==> config.mk <==
export PLATFORM = sky130hd
export DESIGN_NAME = recursive_mutex_fifo_waitq_core
export DESIGN_NICKNAME = d
export VERILOG_FILES = /design/src/rtl/core/rmfw_pkg.sv /design/src/rtl/core/rmfw_waitq.sv /design/src/rtl/core/rmfw_ctrl.sv /design/src/rtl/core/recursive_mutex_fifo_waitq_core.sv
export SDC_FILE = /design/constraint.sdc
export NUM_CORES = 1
export LEC_CHECK = 0
export BUFFER_PORTS_ARGS = -buffer_cell sky130_fd_sc_hd__buf_4
export CAP_MARGIN = 20
export CORE_ASPECT_RATIO = 2
export CORE_MARGIN = 2
export CORE_UTILIZATION = 35
export CTS_CLUSTER_SIZE = 10
export DETAILED_ROUTE_END_ITERATION = 10
export PLACE_DENSITY = 0.63
export SLEW_MARGIN = 30
export SYNTH_ARGS = -nofsm -noshare
export SYNTH_HDL_FRONTEND = slang
export SYNTH_HIERARCHICAL = 1
export SYNTH_SLANG_ARGS = --single-unit
==> constraint.sdc <==
create_clock -name clk -period 3.65 [get_ports clk]
set_input_delay 0.5475 -clock clk [delete_from_list [all_inputs] [get_ports clk]]
set_output_delay 0.5475 -clock clk [all_outputs]
set_load 0.02 [all_outputs]
==> src/rtl/core/rmfw_pkg.sv <==
// Package for the recursive mutex with FIFO wait queue.
// Holds field widths, opcode and status codes, and the structs passed between modules.
// No dependencies.
package rmfw_pkg;

	localparam int ID_W     = 4;
	localparam int CNT_W    = 8;
	localparam int LEN_W    = 5;
	localparam int ID_COUNT = 16;

	localparam logic OP_ACQUIRE = 1'b0;
	localparam logic OP_RELEASE = 1'b1;

	typedef enum logic [2:0] {
		ST_ACQUIRED  = 3'd0,
		ST_NESTED    = 3'd1,
		ST_BLOCKED   = 3'd2,
		ST_UNNEST    = 3'd3,
		ST_FREED     = 3'd4,
		ST_HANDED    = 3'd5,
		ST_NOT_OWNER = 3'd6,
		ST_ERROR     = 3'd7
	} status_t;

	typedef struct packed {
		logic             held;
		logic [ID_W-1:0]  owner;
		logic [CNT_W-1:0] count;
	} lock_t;

	typedef struct packed {
		logic            push;
		logic            pop;
		logic [ID_W-1:0] push_id;
	} waitq_cmd_t;

	typedef struct packed {
		logic [ID_W-1:0]     head_id;
		logic [LEN_W-1:0]    len;
		logic                full;
		logic [ID_COUNT-1:0] waiting;
	} waitq_stat_t;

	typedef struct packed {
		status_t          status;
		logic             wake_valid;
		logic [ID_W-1:0]  wake_thread;
		logic             owner_valid;
		logic [ID_W-1:0]  owner_id;
		logic [CNT_W-1:0] hold_count;
		logic [LEN_W-1:0] waiter_count;
	} result_t;

endpackage

==> src/rtl/core/rmfw_waitq.sv <==
// Wait queue: small circular buffer of thread ids plus a per-thread waiting bitmap.
// Depends on rmfw_pkg.
module rmfw_waitq
	import rmfw_pkg::*;
#(
	parameter int THREAD_COUNT = 16
) (
	input  logic        clk,
	input  logic        arst_n,
	input  waitq_cmd_t  cmd,
	output waitq_stat_t stat
);

	// Only ID_COUNT distinct ids exist and each waits at most once.
	localparam int QDEPTH = (THREAD_COUNT < ID_COUNT) ? THREAD_COUNT : ID_COUNT;
	localparam int PTR_W  = $clog2(QDEPTH);
	localparam logic [PTR_W-1:0] PTR_LAST = PTR_W'(QDEPTH - 1);
	localparam logic [LEN_W-1:0] LEN_FULL = LEN_W'(QDEPTH);

	logic [ID_W-1:0]     mem_q [QDEPTH];
	logic [PTR_W-1:0]    head_q;
	logic [PTR_W-1:0]    tail_q;
	logic [LEN_W-1:0]    len_q;
	logic [ID_COUNT-1:0] waiting_q;

	always_ff @(posedge clk) begin
		if (cmd.push) begin
			mem_q[tail_q] <= cmd.push_id;
		end
	end

	always_ff @(posedge clk or negedge arst_n) begin
		if (!arst_n) begin
			head_q    <= '0;
			tail_q    <= '0;
			len_q     <= '0;
			waiting_q <= '0;
		end else begin
			if (cmd.push) begin
				tail_q               <= (tail_q == PTR_LAST) ? '0 : tail_q + 1'b1;
				len_q                <= len_q + 1'b1;
				waiting_q[cmd.push_id] <= 1'b1;
			end else if (cmd.pop) begin
				head_q                    <= (head_q == PTR_LAST) ? '0 : head_q + 1'b1;
				len_q                     <= len_q - 1'b1;
				waiting_q[mem_q[head_q]] <= 1'b0;
			end
		end
	end

	assign stat.head_id = mem_q[head_q];
	assign stat.len     = len_q;
	assign stat.full    = (len_q >= LEN_FULL);
	assign stat.waiting = waiting_q;

endmodule

==> src/rtl/core/rmfw_ctrl.sv <==
// Request decode: next lock state, queue command and result for one request.
// Depends on rmfw_pkg; purely combinational.
module rmfw_ctrl
	import rmfw_pkg::*;
#(
	parameter int THREAD_COUNT = 16,
	parameter int NEST_LIMIT   = 255
) (
	input  logic            opcode,
	input  logic [ID_W-1:0] thread_id,
	input  lock_t           lock_cur,
	input  waitq_stat_t     wq,
	output lock_t           lock_nxt,
	output waitq_cmd_t      cmd,
	output result_t         res
);

	localparam logic [CNT_W-1:0] LIMIT = CNT_W'(NEST_LIMIT);
	localparam logic [CNT_W-1:0] ONE   = CNT_W'(1);

	logic    id_ok;
	logic    is_owner;
	status_t st;

	assign id_ok    = (32'(thread_id) < THREAD_COUNT);
	assign is_owner = lock_cur.held && (lock_cur.owner == thread_id);

	always_comb begin
		lock_nxt    = lock_cur;
		cmd.push    = 1'b0;
		cmd.pop     = 1'b0;
		cmd.push_id = thread_id;
		st          = ST_ERROR;
		if (opcode == OP_ACQUIRE) begin
			if (!id_ok || wq.waiting[thread_id]) begin
				st = ST_ERROR;
			end else if (!lock_cur.held) begin
				lock_nxt.held  = 1'b1;
				lock_nxt.owner = thread_id;
				lock_nxt.count = ONE;
				st             = ST_ACQUIRED;
			end else if (is_owner) begin
				if (lock_cur.count >= LIMIT) begin
					lock_nxt.count = LIMIT;
					st             = ST_ERROR;
				end else begin
					lock_nxt.count = lock_cur.count + 1'b1;
					st             = ST_NESTED;
				end
			end else if (wq.full) begin
				st = ST_ERROR;
			end else begin
				cmd.push = 1'b1;
				st       = ST_BLOCKED;
			end
		end else begin
			if (!is_owner) begin
				st = ST_NOT_OWNER;
			end else if (lock_cur.count > ONE) begin
				lock_nxt.count = lock_cur.count - 1'b1;
				st             = ST_UNNEST;
			end else if (wq.len == '0) begin
				lock_nxt.held  = 1'b0;
				lock_nxt.owner = '0;
				lock_nxt.count = '0;
				st             = ST_FREED;
			end else begin
				// direct hand-off to the queue head
				cmd.pop        = 1'b1;
				lock_nxt.owner = wq.head_id;
				lock_nxt.count = ONE;
				st             = ST_HANDED;
			end
		end
	end

	always_comb begin
		res.status       = st;
		res.wake_valid   = cmd.pop;
		res.wake_thread  = cmd.pop ? wq.head_id : '0;
		res.owner_valid  = lock_nxt.held;
		res.owner_id     = lock_nxt.held ? lock_nxt.owner : '0;
		res.hold_count   = lock_nxt.held ? lock_nxt.count : '0;
		res.waiter_count = wq.len + LEN_W'(cmd.push) - LEN_W'(cmd.pop);
	end

endmodule

==> src/rtl/core/recursive_mutex_fifo_waitq_core.sv <==
// Top level of the recursive mutex with FIFO wait queue: lock state and result register.
// Depends on rmfw_pkg, rmfw_waitq, rmfw_ctrl.
//
// channel | handshake            | payload
// req     | req_valid, req_ready | opcode, thread_id
// rsp     | rsp_valid, rsp_ready | status, wake_valid, wake_thread, owner_valid,
//         |                      | owner_id, hold_count, waiter_count
//
// One request per cycle unless rsp stalls; results appear the cycle after the take.
// All state updates in the accepting cycle, so back-to-back requests see each other.
// Reset frees the lock and empties the wait queue; queue entries need no clearing.
// A stalled rsp holds its result; req_ready stays high while the result register
// is empty or being drained in the same cycle.
module recursive_mutex_fifo_waitq_core
	import rmfw_pkg::*;
#(
	parameter int THREAD_COUNT = 16,
	parameter int NEST_MAX     = 255
) (
	input  logic             clk,
	input  logic             arst_n,
	input  logic             req_valid,
	output logic             req_ready,
	input  logic             opcode,
	input  logic [ID_W-1:0]  thread_id,
	output logic             rsp_valid,
	input  logic             rsp_ready,
	output logic [2:0]       status,
	output logic             wake_valid,
	output logic [ID_W-1:0]  wake_thread,
	output logic             owner_valid,
	output logic [ID_W-1:0]  owner_id,
	output logic [CNT_W-1:0] hold_count,
	output logic [LEN_W-1:0] waiter_count
);

	localparam int NEST_LIMIT = (NEST_MAX < 255) ? NEST_MAX : 255;

	lock_t       lock_q;
	lock_t       lock_nxt;
	waitq_cmd_t  wq_cmd;
	waitq_cmd_t  wq_cmd_gated;
	waitq_stat_t wq_stat;
	result_t     res;
	result_t     res_q;
	logic        rsp_valid_q;
	logic        take;

	assign req_ready = !rsp_valid_q || rsp_ready;
	assign take      = req_valid && req_ready;

	rmfw_ctrl #(
		.THREAD_COUNT (THREAD_COUNT),
		.NEST_LIMIT   (NEST_LIMIT)
	) u_ctrl (
		.opcode    (opcode),
		.thread_id (thread_id),
		.lock_cur  (lock_q),
		.wq        (wq_stat),
		.lock_nxt  (lock_nxt),
		.cmd       (wq_cmd),
		.res       (res)
	);

	always_comb begin
		wq_cmd_gated      = wq_cmd;
		wq_cmd_gated.push = wq_cmd.push && take;
		wq_cmd_gated.pop  = wq_cmd.pop && take;
	end

	rmfw_waitq #(
		.THREAD_COUNT (THREAD_COUNT)
	) u_waitq (
		.clk    (clk),
		.arst_n (arst_n),
		.cmd    (wq_cmd_gated),
		.stat   (wq_stat)
	);

	always_ff @(posedge clk or negedge arst_n) begin
		if (!arst_n) begin
			lock_q      <= '0;
			rsp_valid_q <= 1'b0;
		end else begin
			if (take) begin
				lock_q <= lock_nxt;
			end
			if (take) begin
				rsp_valid_q <= 1'b1;
			end else if (rsp_ready) begin
				rsp_valid_q <= 1'b0;
			end
		end
	end

	always_ff @(posedge clk) begin
		if (take) begin
			res_q <= res;
		end
	end

	assign rsp_valid    = rsp_valid_q;
	assign status       = res_q.status;
	assign wake_valid   = res_q.wake_valid;
	assign wake_thread  = res_q.wake_thread;
	assign owner_valid  = res_q.owner_valid;
	assign owner_id     = res_q.owner_id;
	assign hold_count   = res_q.hold_count;
	assign waiter_count = res_q.waiter_count;

`ifndef NO_ASSERTIONS
	a_count_range: assert property (@(posedge clk) disable iff (!arst_n)
		lock_q.held |-> (lock_q.count != '0 && 32'(lock_q.count) <= NEST_LIMIT))
		else $error("nest count out of range while held");

	a_owner_not_waiting: assert property (@(posedge clk) disable iff (!arst_n)
		lock_q.held |-> !wq_stat.waiting[lock_q.owner])
		else $error("lock owner is also queued");

	a_len_matches_flags: assert property (@(posedge clk) disable iff (!arst_n)
		$countones(wq_stat.waiting) == 32'(wq_stat.len))
		else $error("queue length disagrees with waiting bitmap");

	a_wake_handoff: assert property (@(posedge clk) disable iff (!arst_n)
		(rsp_valid_q && res_q.wake_valid) |->
			(res_q.status == ST_HANDED && res_q.owner_id == res_q.wake_thread
			 && res_q.hold_count == CNT_W'(1)))
		else $error("wake result inconsistent with hand-off");
`endif

endmodule
==> impl_metrics.toml <==
[status]
status = "finished clean"

[layout]
final_nets = 635
diodes = 0
fin_util = 0.418
drive_above_1_share = 0.259
fillCellCount = 1793
synthToLayoutAreaGrowth_pct = 18.0
layout.cells.non_filler = 883

[die]
pin_count = 37
placeableCoreArea_sq_um = 19600
die_w_um = 104
rows = 73
start_util = 0.354
die-area_sq_um = 21100
dieHeight_um = 203

[yosys]
yosys_warnings = 6
syn_area_sq_um = 6950
ys_seq_area_frac = 0.544
synth_ff_type = "edfxtp_1"
synth_edf_count = 90
synthArstFlopShare = 0.323
ys_types = 73
synth_area_per_cell_sq_um = 12.7
postSynthCellCount = 549
syn_nets = 576
ys_ff_latch = 133

[routing]
drt_pass1_iterations = 5
drtIter0Drc = 291
post-route-drc-count = 0
routed_wl_mm = 15.4
ant_nets = 0
vias = 4666
avgViaCountPerCell = 5.28
wire_per_inst_um = 17.4

[critical_path]
cp_top_family = "multiplexers"
critical_path_required_ps = 3980
crit_arrival_ps = 3680
critPathKind = "reg -> reg"
critPathMostFrequentCell = "a21oi_1"
cpPeakStageDelay_ps = 530
path_max_fanout = 4
worst-path-buf-inv = 1
slowest_stage = "mux4_2"
start_kind = "register"
cp_cell_sequence = "mux2_1 -> mux4_2 -> a221oi_4 -> nand2_1 -> nor3_2 -> and3_4 -> inv_2 -> fa_1 -> a21o_1 -> a21oi_1 -> nor2_1 -> a21oi_1 -> xnor2_1"
end_kind = "register"

[timing]
worst_pin_slew_ps = 705
rsz0062_at_grt = "false"
maxSlewViolCount = 0
clock_skew_ps = 14.9
final-hold-violation-count = 0
setup_ws_ps = 307
relSlewSlack = 0.526
period_needed_ps = 3340
setup_viol = 0
fmax_mhz = 299
fin_crit_sh = 0.916

[clocking]
root_buffer = "clkbuf_16"
cts_tree = "built"
cts_made_buffers = 17
clock_path_buffers = 2
ctsHoldBuffers = 0
post_cts_resized = 0
clkSinkCount = 133
post_cts.repair.setup_buffers = 0
clk_pin_slew_ps = 70
clock_latency_ps = 420
htreeDepth = 4

[placement]
io_buffers = 36
gp_congestion = 0.853
place_inst = 851
dp_hpwl_mm = 10.6
post-place-ws_ps = -18.9

[global_route]
grt-ovfl-total = 0
grt_start_max_net_pins = 44
grt_pass1_wl_mm = 24.9
grt_pass1_vias = 4576
antenna_found_initial = 0
grt_usage = 0.150

[pwr]
leakage_uw = 0.00313
p_per_area_nw_per_um2 = 733
p_total_uw = 6010
ir_drop_mv = 0.351

[run]
maxCapViolCount = 0

[worst_hold_path]
min_path_type = "in -> async"
## metrics by stage
step	setup TNS (ps)	instance area, sq um	hold WS, ps
5_1_grt	0	8200	170
6_report	0	8200	141
3_5_place_dp	-18.9	7630	521
2_1_floorplan	0	6970	252
3_3_place_gp	0	7630	511
4_1_cts	0	8200	149
## layout make-up
class	count	area [sq um]	share of cell area
tap	262	328	0.0400
multi-input combinational	368	2930	0.357
sequential	133	3780	0.461
clock buffer	18	439	0.0536
inverter	18	67.6	0.00824
timing repair buffer	70	526	0.0641
clock inverter	14	131	0.0160
## report_power, final
part / switching [uW] / internal [uW] / total [uW] / leakage, uW
logic: 1160 / 1000 / 2160 / 0.00148
registers: 288 / 1930 / 2220 / 0.00137
clock network: 714 / 919 / 1630 / 0.000280
## state kept, by name, summed over array words and instances (netlist names)
signal	cells
lock_q	13
owner_valid	1
hold_count	8
u_waitq/len_q	5
wake_thread	4
u_waitq/tail_q	4
wake_valid	1
owner_id	4
u_waitq/head_q	4
u_waitq/mem_q	64
rsp_valid	1
u_waitq/waiting_q	16
status	3
waiter_count	5
## Yosys cell counts (3+ instances only)
cell type,number,share of area
edfxtp_1,90,0.39
mux2i_4,3,0.0097
and3_1,5,0.0045
dfrtp_1,43,0.15
buf_4,6,0.0065
o21ai_0,17,0.012
o32ai_2,3,0.0070
nor2b_1,8,0.0072
nand3_1,14,0.010
mux2i_1,8,0.012
nor2_1,34,0.018
buf_6,3,0.0049
ha_1,16,0.029
nor3_1,16,0.012
mux4_2,11,0.036
nand4_1,6,0.0054
mux2_4,10,0.022
a21oi_1,46,0.033
a31oi_1,10,0.0090
nand2b_1,9,0.0081
clkbuf_1,15,0.0081
a211o_1,3,0.0038
mux2_2,13,0.021
nand2_1,37,0.020
buf_2,4,0.0029
xnor2_1,13,0.016
o31ai_1,4,0.0043
xor2_1,4,0.0050
inv_1,17,0.0092
a21o_1,4,0.0043
and2_1,13,0.012
mux4_1,7,0.026
o211ai_1,3,0.0032
o22ai_1,4,0.0036
## per-layer routing
| metal | up-vias | GRT usage | wire length [um] |
|---|---|---|---|
| met2 | 131 | 0.244 | 7500 |
| li1 | 2192 | - | - |
| met4 | 0 | 0.0632 | 274 |
| met5 | - | 0 | 0 |
| met1 | 2321 | 0.201 | 6940 |
| met3 | 22 | 0.0240 | 644 |
## logic make-up (layout without fill, tap and decap cells)
family,count (synthesis),count (layout),share of synthesized area
flip-flops,133,133,0.544
XOR/XNOR,17,17,0.0214
adder cells (fa/ha/maj),18,18,0.0346
AND/OR/NAND/NOR,163,163,0.122
buffers and inverters,48,120,0.0378
AO/OA/AOI/OAI,116,116,0.111
multiplexers,54,54,0.130
## cells in the final DEF (no fill, tap or decap), types with 14 or more instances in the layout
cell,count
nor2_1,34
o21ai_0,17
ha_1,16
inv_1,15
edfxtp_1,90
nand3_1,14
a21oi_1,46
clkbuf_16,17
nand2_1,37
nor3_1,15
buf_4,70
dfrtp_1,43
## path summary, 6_finish.rpt
| check | from | end | slack [ps] | cells after the start |
|---|---|---|---|---|
| max in group asynchronous | arst_n | lock_q[2]$_DFFE_PN0P_ | 3060 | 1 |
| hold / removal | arst_n | u_waitq/tail_q[0]$_DFFE_PN0P_ | 140 | 1 |
| setup / recovery | u_waitq/waiting_q[15]$_DFFE_PN0P_ | u_waitq/len_q[4]$_DFFE_PN0P_ | 310 | 13 |
| min in group clk | req_valid | rsp_valid$_DFFE_PN0P_ | 390 | 2 |
| setup reg to reg | u_waitq/waiting_q[15]$_DFFE_PN0P_ | u_waitq/len_q[4]$_DFFE_PN0P_ | 310 | 13 |
| hold reg to reg | u_waitq/len_q[2]$_DFFE_PN0P_ | u_waitq/len_q[2]$_DFFE_PN0P_ | 540 | 2 |
(Power assumes the default switching activity.)
